## src/lpm_pkg.sv

```systemverilog
// ----------------------------------------------------------------------------
// lpm_pkg
// Field widths, operation codes and status codes shared by the
// longest-prefix-match table and its checker.
// ----------------------------------------------------------------------------
package lpm_pkg;

    // field widths of one transaction
    localparam int OP_W     = 3;
    localparam int KEY_W    = 32;
    localparam int PLEN_W   = 6;
    localparam int VAL_W    = 32;
    localparam int STATUS_W = 2;
    localparam int RES_W    = 32;

    // stream data widths, padded to whole bytes
    localparam int IN_DATA_W  = ((KEY_W + PLEN_W + VAL_W + 7) / 8) * 8;
    localparam int OUT_DATA_W = ((RES_W + 7) / 8) * 8;

    // bit positions inside s_tdata
    localparam int KEY_LSB  = 0;
    localparam int PLEN_LSB = KEY_W;
    localparam int VAL_LSB  = KEY_W + PLEN_W;

    // operation codes
    localparam logic [OP_W-1:0] OP_INSERT = 3'd0;
    localparam logic [OP_W-1:0] OP_DELETE = 3'd1;
    localparam logic [OP_W-1:0] OP_GET    = 3'd2;
    localparam logic [OP_W-1:0] OP_LOOKUP = 3'd3;
    localparam logic [OP_W-1:0] OP_CLEAR  = 3'd4;

    // status codes
    localparam logic [STATUS_W-1:0] STATUS_OK       = 2'd0;
    localparam logic [STATUS_W-1:0] STATUS_NOTFOUND = 2'd1;
    localparam logic [STATUS_W-1:0] STATUS_FULL     = 2'd2;

endpackage

```

## src/lpm_ram.sv

```systemverilog
// ----------------------------------------------------------------------------
// lpm_ram
// Generic simple dual-port RAM: one write port, one read port with a
// registered read.
// ----------------------------------------------------------------------------
module lpm_ram #(
    parameter int WIDTH = 8,
    parameter int DEPTH = 16
) (
    input  logic                     aclk,
    input  logic                     we,
    input  logic [$clog2(DEPTH)-1:0] waddr,
    input  logic [WIDTH-1:0]         wdata,
    input  logic                     re,
    input  logic [$clog2(DEPTH)-1:0] raddr,
    output logic [WIDTH-1:0]         rdata
);

    logic [WIDTH-1:0] mem [DEPTH];

    // write port
    always_ff @(posedge aclk) begin
        if (we) begin
            mem[waddr] <= wdata;
        end
    end

    // registered read port
    always_ff @(posedge aclk) begin
        if (re) begin
            rdata <= mem[raddr];
        end
    end

endmodule

```

## src/longest_prefix_match_table.sv

```systemverilog
// ----------------------------------------------------------------------------
// longest_prefix_match_table
// Table of (prefix, length, value) entries with insert, delete, exact get,
// longest-prefix lookup and clear operations.
// ----------------------------------------------------------------------------
// All entries sit in one RAM with a registered read. Insert, delete, get
// and lookup each walk every slot of that RAM through its single read port:
// the scan state reads every slot in turn, the wait state takes the last
// read data, and the finish state writes back and registers the result,
// waiting while the output register still holds an untaken result. Clear
// writes every slot invalid through the write port and then goes to the
// finish state; unused operation codes go straight to it. After reset the same
// clearing pass runs with s_tready low. The result sits in an output register,
// so a new transaction is taken while the previous result still waits.
module longest_prefix_match_table
    import lpm_pkg::*;
#(
    parameter int KEY_BYTES  = 4,
    parameter int ENTRIES    = 64,
    parameter int VALUE_BITS = 32
) (
    input  logic                  aclk,
    input  logic                  aresetn,
    // input channel
    input  logic                  s_tvalid,
    output logic                  s_tready,
    input  logic [IN_DATA_W-1:0]  s_tdata,   // key[31:0], plen[5:0], value[31:0], pad
    input  logic [OP_W-1:0]       s_tuser,   // operation[2:0]
    // result channel
    output logic                  m_tvalid,
    input  logic                  m_tready,
    output logic [OUT_DATA_W-1:0] m_tdata,   // result_value[31:0]
    output logic [STATUS_W-1:0]   m_tuser    // status[1:0]
);

    localparam int KEY_BITS = KEY_BYTES * 8;
    localparam int LEN_W    = $clog2(KEY_BITS + 1);
    localparam int ADDR_W   = $clog2(ENTRIES);

    typedef struct packed {
        logic                  valid;
        logic [LEN_W-1:0]      len;
        logic [KEY_BITS-1:0]   prefix;
        logic [VALUE_BITS-1:0] value;
    } entry_t;

    localparam int ENTRY_W = $bits(entry_t);

    // sequencer states
    localparam logic [2:0] ST_IDLE   = 3'd0;
    localparam logic [2:0] ST_SCAN   = 3'd1;
    localparam logic [2:0] ST_WAIT   = 3'd2;
    localparam logic [2:0] ST_FINISH = 3'd3;
    localparam logic [2:0] ST_CLEAR  = 3'd4;

    // keeps the top l bits of a key
    function automatic logic [KEY_BITS-1:0] len_mask(input logic [LEN_W-1:0] l);
        len_mask = ~({KEY_BITS{1'b1}} >> l);
    endfunction

    logic [2:0]            state_reg, state_next;
    logic [ADDR_W-1:0]     idx_reg, idx_next;
    logic                  clear_resp_reg, clear_resp_next;

    logic [OP_W-1:0]       op_reg;
    logic [KEY_BITS-1:0]   key_reg;
    logic [KEY_BITS-1:0]   prefix_reg;
    logic [LEN_W-1:0]      len_reg;
    logic [VALUE_BITS-1:0] val_reg;

    logic                  rd_valid_reg;
    logic [ADDR_W-1:0]     rd_slot_reg;

    logic                  exact_found_reg, exact_found_next;
    logic [ADDR_W-1:0]     exact_slot_reg, exact_slot_next;
    logic [VALUE_BITS-1:0] exact_val_reg, exact_val_next;
    logic                  free_found_reg, free_found_next;
    logic [ADDR_W-1:0]     free_slot_reg, free_slot_next;
    logic                  best_found_reg, best_found_next;
    logic [LEN_W-1:0]      best_len_reg, best_len_next;
    logic [VALUE_BITS-1:0] best_val_reg, best_val_next;

    logic                  out_valid_reg, out_valid_next;
    logic [RES_W-1:0]      out_data_reg, out_data_next;
    logic [STATUS_W-1:0]   out_status_reg, out_status_next;

    logic                  ram_we;
    logic [ADDR_W-1:0]     ram_waddr;
    entry_t                ram_wentry;
    logic                  ram_re;
    logic [ENTRY_W-1:0]    ram_rdata;
    entry_t                rd_entry;

    logic                  in_accept;
    logic                  out_free;
    logic                  idx_last;
    logic [KEY_BITS-1:0]   in_key;
    logic [PLEN_W-1:0]     in_plen;
    logic [LEN_W-1:0]      in_len;

    assign s_tready  = (state_reg == ST_IDLE);
    assign in_accept = s_tvalid && s_tready;
    assign out_free  = !out_valid_reg || m_tready;
    assign idx_last  = (idx_reg == ADDR_W'(ENTRIES - 1));
    assign rd_entry  = entry_t'(ram_rdata);

    assign m_tvalid = out_valid_reg;
    assign m_tdata  = OUT_DATA_W'(out_data_reg);
    assign m_tuser  = out_status_reg;

    // input field unpacking with length saturation
    assign in_key  = KEY_BITS'(s_tdata[KEY_LSB +: KEY_W]);
    assign in_plen = s_tdata[PLEN_LSB +: PLEN_W];
    always_comb begin
        if (8'(in_plen) > 8'(KEY_BITS)) begin
            in_len = LEN_W'(KEY_BITS);
        end else begin
            in_len = LEN_W'(in_plen);
        end
    end

    // entry store
    lpm_ram #(
        .WIDTH (ENTRY_W),
        .DEPTH (ENTRIES)
    ) u_ram (
        .aclk  (aclk),
        .we    (ram_we),
        .waddr (ram_waddr),
        .wdata (ram_wentry),
        .re    (ram_re),
        .raddr (idx_reg),
        .rdata (ram_rdata)
    );

    assign ram_re = (state_reg == ST_SCAN);

    // per-slot evaluation of returning read data
    always_comb begin
        exact_found_next = exact_found_reg;
        exact_slot_next  = exact_slot_reg;
        exact_val_next   = exact_val_reg;
        free_found_next  = free_found_reg;
        free_slot_next   = free_slot_reg;
        best_found_next  = best_found_reg;
        best_len_next    = best_len_reg;
        best_val_next    = best_val_reg;
        if (in_accept) begin
            exact_found_next = 1'b0;
            free_found_next  = 1'b0;
            best_found_next  = 1'b0;
        end else if (rd_valid_reg) begin
            if (rd_entry.valid && rd_entry.len == len_reg &&
                rd_entry.prefix == prefix_reg && !exact_found_reg) begin
                exact_found_next = 1'b1;
                exact_slot_next  = rd_slot_reg;
                exact_val_next   = rd_entry.value;
            end
            if (!rd_entry.valid && !free_found_reg) begin
                free_found_next = 1'b1;
                free_slot_next  = rd_slot_reg;
            end
            if (rd_entry.valid &&
                (key_reg & len_mask(rd_entry.len)) == rd_entry.prefix &&
                (!best_found_reg || rd_entry.len > best_len_reg)) begin
                best_found_next = 1'b1;
                best_len_next   = rd_entry.len;
                best_val_next   = rd_entry.value;
            end
        end
    end

    // sequencer, write-back and result
    always_comb begin
        state_next      = state_reg;
        idx_next        = idx_reg;
        clear_resp_next = clear_resp_reg;
        out_valid_next  = out_valid_reg;
        out_data_next   = out_data_reg;
        out_status_next = out_status_reg;
        ram_we          = 1'b0;
        ram_waddr       = idx_reg;
        ram_wentry      = '0;

        if (out_valid_reg && m_tready) begin
            out_valid_next = 1'b0;
        end

        unique case (state_reg)
            ST_IDLE: begin
                if (in_accept) begin
                    idx_next = '0;
                    if (s_tuser == OP_CLEAR) begin
                        clear_resp_next = 1'b1;
                        state_next      = ST_CLEAR;
                    end else if (s_tuser == OP_INSERT || s_tuser == OP_DELETE ||
                                 s_tuser == OP_GET || s_tuser == OP_LOOKUP) begin
                        state_next = ST_SCAN;
                    end else begin
                        state_next = ST_FINISH;
                    end
                end
            end
            ST_SCAN: begin
                idx_next = idx_reg + 1'b1;
                if (idx_last) begin
                    state_next = ST_WAIT;
                end
            end
            ST_WAIT: begin
                state_next = ST_FINISH;
            end
            ST_CLEAR: begin
                ram_we   = 1'b1;
                idx_next = idx_reg + 1'b1;
                if (idx_last) begin
                    state_next = clear_resp_reg ? ST_FINISH : ST_IDLE;
                end
            end
            ST_FINISH: begin
                if (out_free) begin
                    out_valid_next  = 1'b1;
                    out_data_next   = '0;
                    out_status_next = STATUS_NOTFOUND;
                    state_next      = ST_IDLE;
                    unique case (op_reg)
                        OP_INSERT: begin
                            ram_wentry.valid  = 1'b1;
                            ram_wentry.len    = len_reg;
                            ram_wentry.prefix = prefix_reg;
                            ram_wentry.value  = val_reg;
                            if (exact_found_reg) begin
                                ram_we          = 1'b1;
                                ram_waddr       = exact_slot_reg;
                                out_status_next = STATUS_OK;
                            end else if (free_found_reg) begin
                                ram_we          = 1'b1;
                                ram_waddr       = free_slot_reg;
                                out_status_next = STATUS_OK;
                            end else begin
                                out_status_next = STATUS_FULL;
                            end
                        end
                        OP_DELETE: begin
                            if (exact_found_reg) begin
                                ram_we          = 1'b1;
                                ram_waddr       = exact_slot_reg;
                                out_status_next = STATUS_OK;
                            end
                        end
                        OP_GET: begin
                            if (exact_found_reg) begin
                                out_data_next   = RES_W'(exact_val_reg);
                                out_status_next = STATUS_OK;
                            end
                        end
                        OP_LOOKUP: begin
                            if (best_found_reg) begin
                                out_data_next   = RES_W'(best_val_reg);
                                out_status_next = STATUS_OK;
                            end
                        end
                        OP_CLEAR: begin
                            out_status_next = STATUS_OK;
                        end
                        default: begin
                            out_status_next = STATUS_NOTFOUND;
                        end
                    endcase
                end
            end
            default: begin
                state_next = ST_IDLE;
            end
        endcase
    end

    // control registers
    always_ff @(posedge aclk) begin
        if (!aresetn) begin
            state_reg      <= ST_CLEAR;
            idx_reg        <= '0;
            clear_resp_reg <= 1'b0;
            rd_valid_reg   <= 1'b0;
            out_valid_reg  <= 1'b0;
        end else begin
            state_reg      <= state_next;
            idx_reg        <= idx_next;
            clear_resp_reg <= clear_resp_next;
            rd_valid_reg   <= ram_re;
            out_valid_reg  <= out_valid_next;
        end
    end

    // payload registers
    always_ff @(posedge aclk) begin
        rd_slot_reg     <= idx_reg;
        exact_found_reg <= exact_found_next;
        exact_slot_reg  <= exact_slot_next;
        exact_val_reg   <= exact_val_next;
        free_found_reg  <= free_found_next;
        free_slot_reg   <= free_slot_next;
        best_found_reg  <= best_found_next;
        best_len_reg    <= best_len_next;
        best_val_reg    <= best_val_next;
        out_data_reg    <= out_data_next;
        out_status_reg  <= out_status_next;
        if (in_accept) begin
            op_reg     <= s_tuser;
            key_reg    <= in_key;
            len_reg    <= in_len;
            prefix_reg <= in_key & len_mask(in_len);
            val_reg    <= VALUE_BITS'(s_tdata[VAL_LSB +: VAL_W]);
        end
    end

endmodule

```

## config.mk

```make
export PLATFORM = sky130hd
export DESIGN_NAME = longest_prefix_match_table
export DESIGN_NICKNAME = d
export VERILOG_FILES = /design/src/lpm_pkg.sv /design/src/lpm_ram.sv /design/src/longest_prefix_match_table.sv
export SDC_FILE = /design/constraint.sdc
export NUM_CORES = 2
export LEC_CHECK = 0
export BUFFER_PORTS_ARGS = -buffer_cell sky130_fd_sc_hd__buf_2
export CAP_MARGIN = 5
export CORE_MARGIN = 5
export CORE_UTILIZATION = 31
export DETAILED_ROUTE_END_ITERATION = 8
export GPL_ROUTABILITY_DRIVEN = 0
export SLEW_MARGIN = 0
export SYNTH_ARGS = -nofsm -noshare
export SYNTH_HDL_FRONTEND = slang
export SYNTH_MEMORY_MAX_BITS = 65536
export SYNTH_SLANG_ARGS = --single-unit
export TNS_END_PERCENT = 20
```

## constraint.sdc

```tcl
create_clock -name aclk -period 6.27 [get_ports aclk]
set_input_delay 0.627 -clock aclk [delete_from_list [all_inputs] [get_ports aclk]]
set_output_delay 0.627 -clock aclk [all_outputs]
set_load 0.05 [all_outputs]
```

==> metrics.md <==
| Metric | Value |
|---|---|
| Outcome | `completed` |
| Drt first pass iters | `8` |
| Initial Utilization | `31.1%` |
| Most common cell after layout, fill and taps aside | `edfxtp_1` |
| DR iter-0 viols | `roughly 12000` |
| Total power | `between 60000 and 70000 uW` |
| Reg with most FFs | `u_ram.mem` |
| Static Leak | `around 0.06 uW` |
| DRT antenna net count | `0` |
| Fin util | `between 30% and 40%` |
| First-pass GRT wire length | `between 600000 and 700000 um` |
| Yosys reg bits | `roughly 4900` |
| Largest register FFs | `roughly 4500` |
| Tcrit/Tclk final | `81.9%` |
| Syn Inst Count | `approximately 7300` |
| Least-Margin Pin Slew | `~1.3 ns` |
| Pwr/cell area | `a little over 300 nW/um^2` |
| Crit-path max cell delay | `~0.94 ns` |
| Final setup fails | `0` |
| Syn Nets | `between 7000 and 8000` |
| Final Hold Fails | `0` |
| Max-cap violations | `0` |
| Die area | `611000 um^2` |
| Area Overhead vs Synth | `15.1%` |
| Residual DRC | `0` |
| Initial antenna violation count | `75` |
| CP Data Arrival Time | `between 5 and 6 ns` |
| PostCTS Resize Cnt | `0` |
| Unique masters post-synth | `63` |
| Sequential area share after synthesis | `about four fifths` |
| Largest net degree at the start of global routing | `approximately 130` |
| Final net count | `approximately 7900` |
| EDFF count, synth | `slightly below 5000` |
| Number of cell rows | `roughly 280` |
| Yosys top cell by area | `edfxtp_1` |
| Vias/cell | `5.33` |
| Via count | `around 86000` |
| CP Cell Sequence | `nand3b_1, or4_1, or3_1, o221ai_1, nand3_1, nor2_4, buf_4` |
| Top Registers | `u_ram.mem (4544), u_ram.rdata (71)` |
| Tmin final | `slightly above 5 ns` |
| # H-tree levels | `5` |
| Synth area leaders | `edfxtp_1 79%, mux4_2 18%, clkbuf_1 0.48%` |
| Highest clock rate | `0.195 GHz` |
| Layout Skew | `between 0.06 and 0.07 ns` |
| HPWL after detailed placement | `roughly 260000 um` |
| Area share of the largest cell type after synthesis | `between 70% and 80%` |
| Avg Inst Size Synth | `25.2 um^2` |
| Clock buffer depth | `4` |
| TritonCTS clock tree | `done` |
| Worst Path Required | `6.93 ns` |
| VDD IR max | `between 0.2 and 0.25 mV` |
| Total congestion overflow | `0` |
| DR WL/cell | `just over 30 um` |
| Setup Crit Path Kind | `flop to flop` |
| Total GRT Usage | `around 16%` |
| Sink Count | `4857` |
| Worst Setup End Kind | `flop` |
| Element type at the critical path start | `flop` |
| Slew Limit Fails | `0` |
| CTS buffer count | `between 400 and 500` |
| Hold WC Path Type | `primary input to flop` |
| Commonest non-fill, non-tap cells in the layout | `4836 x edfxtp_1, 1491 x mux4_2, 466 x clkbuf_16` |
| Slowest cell on crit path | `nor2_4` |
| Top Ports | `roughly 120` |
| Fraction of registers with async set/reset | `0%` |
| Root Buffer | `clkbuf_16` |
| Max_slew headroom | `around 15%` |
| Yosys warns | `0` |
| Worst-skew pair later-pin latency | `1.02 ns` |
| Number of global-route vias before repair | `about 86000` |
| IO buf count | `roughly 110` |
| Mapped Area | `185000 um^2` |
| Ratio of cells with drive above 1 in the final layout | `32.0%` |
| RSZ-0062 raised after global routing | `false` |
| Core area | `around 590000 um^2` |
| CP Max Fanout | `21` |
| Main synth FF type | `edfxtp_1` |
| Die Height | `782 um` |
| Die span in x | `782 um` |
| Setup Total Neg Slack | `0 ns` |
| Clock Pin Slew Worst Setup and Hold Paths | `~0.06 ns` |
| Final wirelength | `approximately 500000 um` |
worst max-delay path: cells and delay by family, from the launching register on:
kind	cells	cell delay, ns
and+or+nand+nor	5	3.34
DFF	1	0.72
buffers and inverters	1	0.51
AOI/OAI and AO/OA	1	0.19
routing by layer:
metal / track usage [%] / vias up / part of all wire [%]
li1: - / 33100 / -
met1: 22.2 / 47100 / 40
met2: 24.6 / 4758 / 46
met3: 3.67 / 883 / 9.9
met4: 4.63 / 44 / 3.2
met5: 0 / - / 0.053
power by group:
part           switching [uW]  leakage, uW  internal [uW]
registers                69.5       0.0419          35300
logic                    1290       0.0111           1070
clock network           12100      0.00722          15400
total                   13400       0.0602          51800
cell type report:
cell class,count,area [um^2]
fillers,53000,381000
flip-flops and latches,4857,146000
multi-input cells,2076,37800
clock buffers,548,12000
well taps,7837,9810
repair buffers,436,4270
clock inverters,307,2790
inverters,24,95.1
diodes,30,75.1
logic make-up after synthesis:
kind of cell    synth area share [%]
simple gates                   0.950
fa+ha+maj                     0.0474
compound gates                 0.677
buf+inv                        0.931
flops                           78.9
mux                             18.2
xor+xnor                       0.280
path summary, 6_finish.rpt:
| check | from | end | slack [ns] | depth (start not counted) |
|---|---|---|---|---|
| max | state_reg[0] | u_ram.mem[58][37] | 1.14 | 7 |
| min | s_tdata[34] | prefix_reg[20] | 0.16 | 3 |
| max reg2reg | state_reg[0] | u_ram.mem[58][37] | 1.14 | 7 |
| min reg2reg | u_ram.rdata[27] | exact_val_reg[27] | 0.42 | 0 |
timing repair:
action,CTS,global route
hold endpoints to repair,111,0
setup buffers,0,0
hold buffers,71,0
cells in the mapped netlist, drive strengths merged, types with 4 or more instances:
cell	number
clkbuf	236
o31ai	4
o21a	12
nor3	12
nor4	16
nand3	24
xnor2	12
buf	145
nand2	42
a21o	5
dfxtp	21
xor2	47
a22o	33
inv	24
mux4	1491
nand2b	8
nor2b	24
nand4	9
o21ai	28
and3	4
a31oi	7
nor2	101
ha	7
mux2i	5
and2	76
o22ai	6
edfxtp	4836
a21oi	25
or3	9
a21boi	17
stage by stage:
stage | hold WS, ns | instance area (um^2) | cells | worst slack [ns]
6_report | 0.164 | 213000 | 16100 | 1.14
4_1_cts | 0.0648 | 212000 | 16100 | 1.15
3_5_place_dp | 0.415 | 197000 | 15200 | 1.17
3_3_place_gp | 0.408 | 197000 | 15200 | 1.27
2_1_floorplan | 0.329 | 185000 | 7338 | 0.463
5_1_grt | 0.121 | 212000 | 16100 | 0.975
Power figures use the tool's default switching activity.
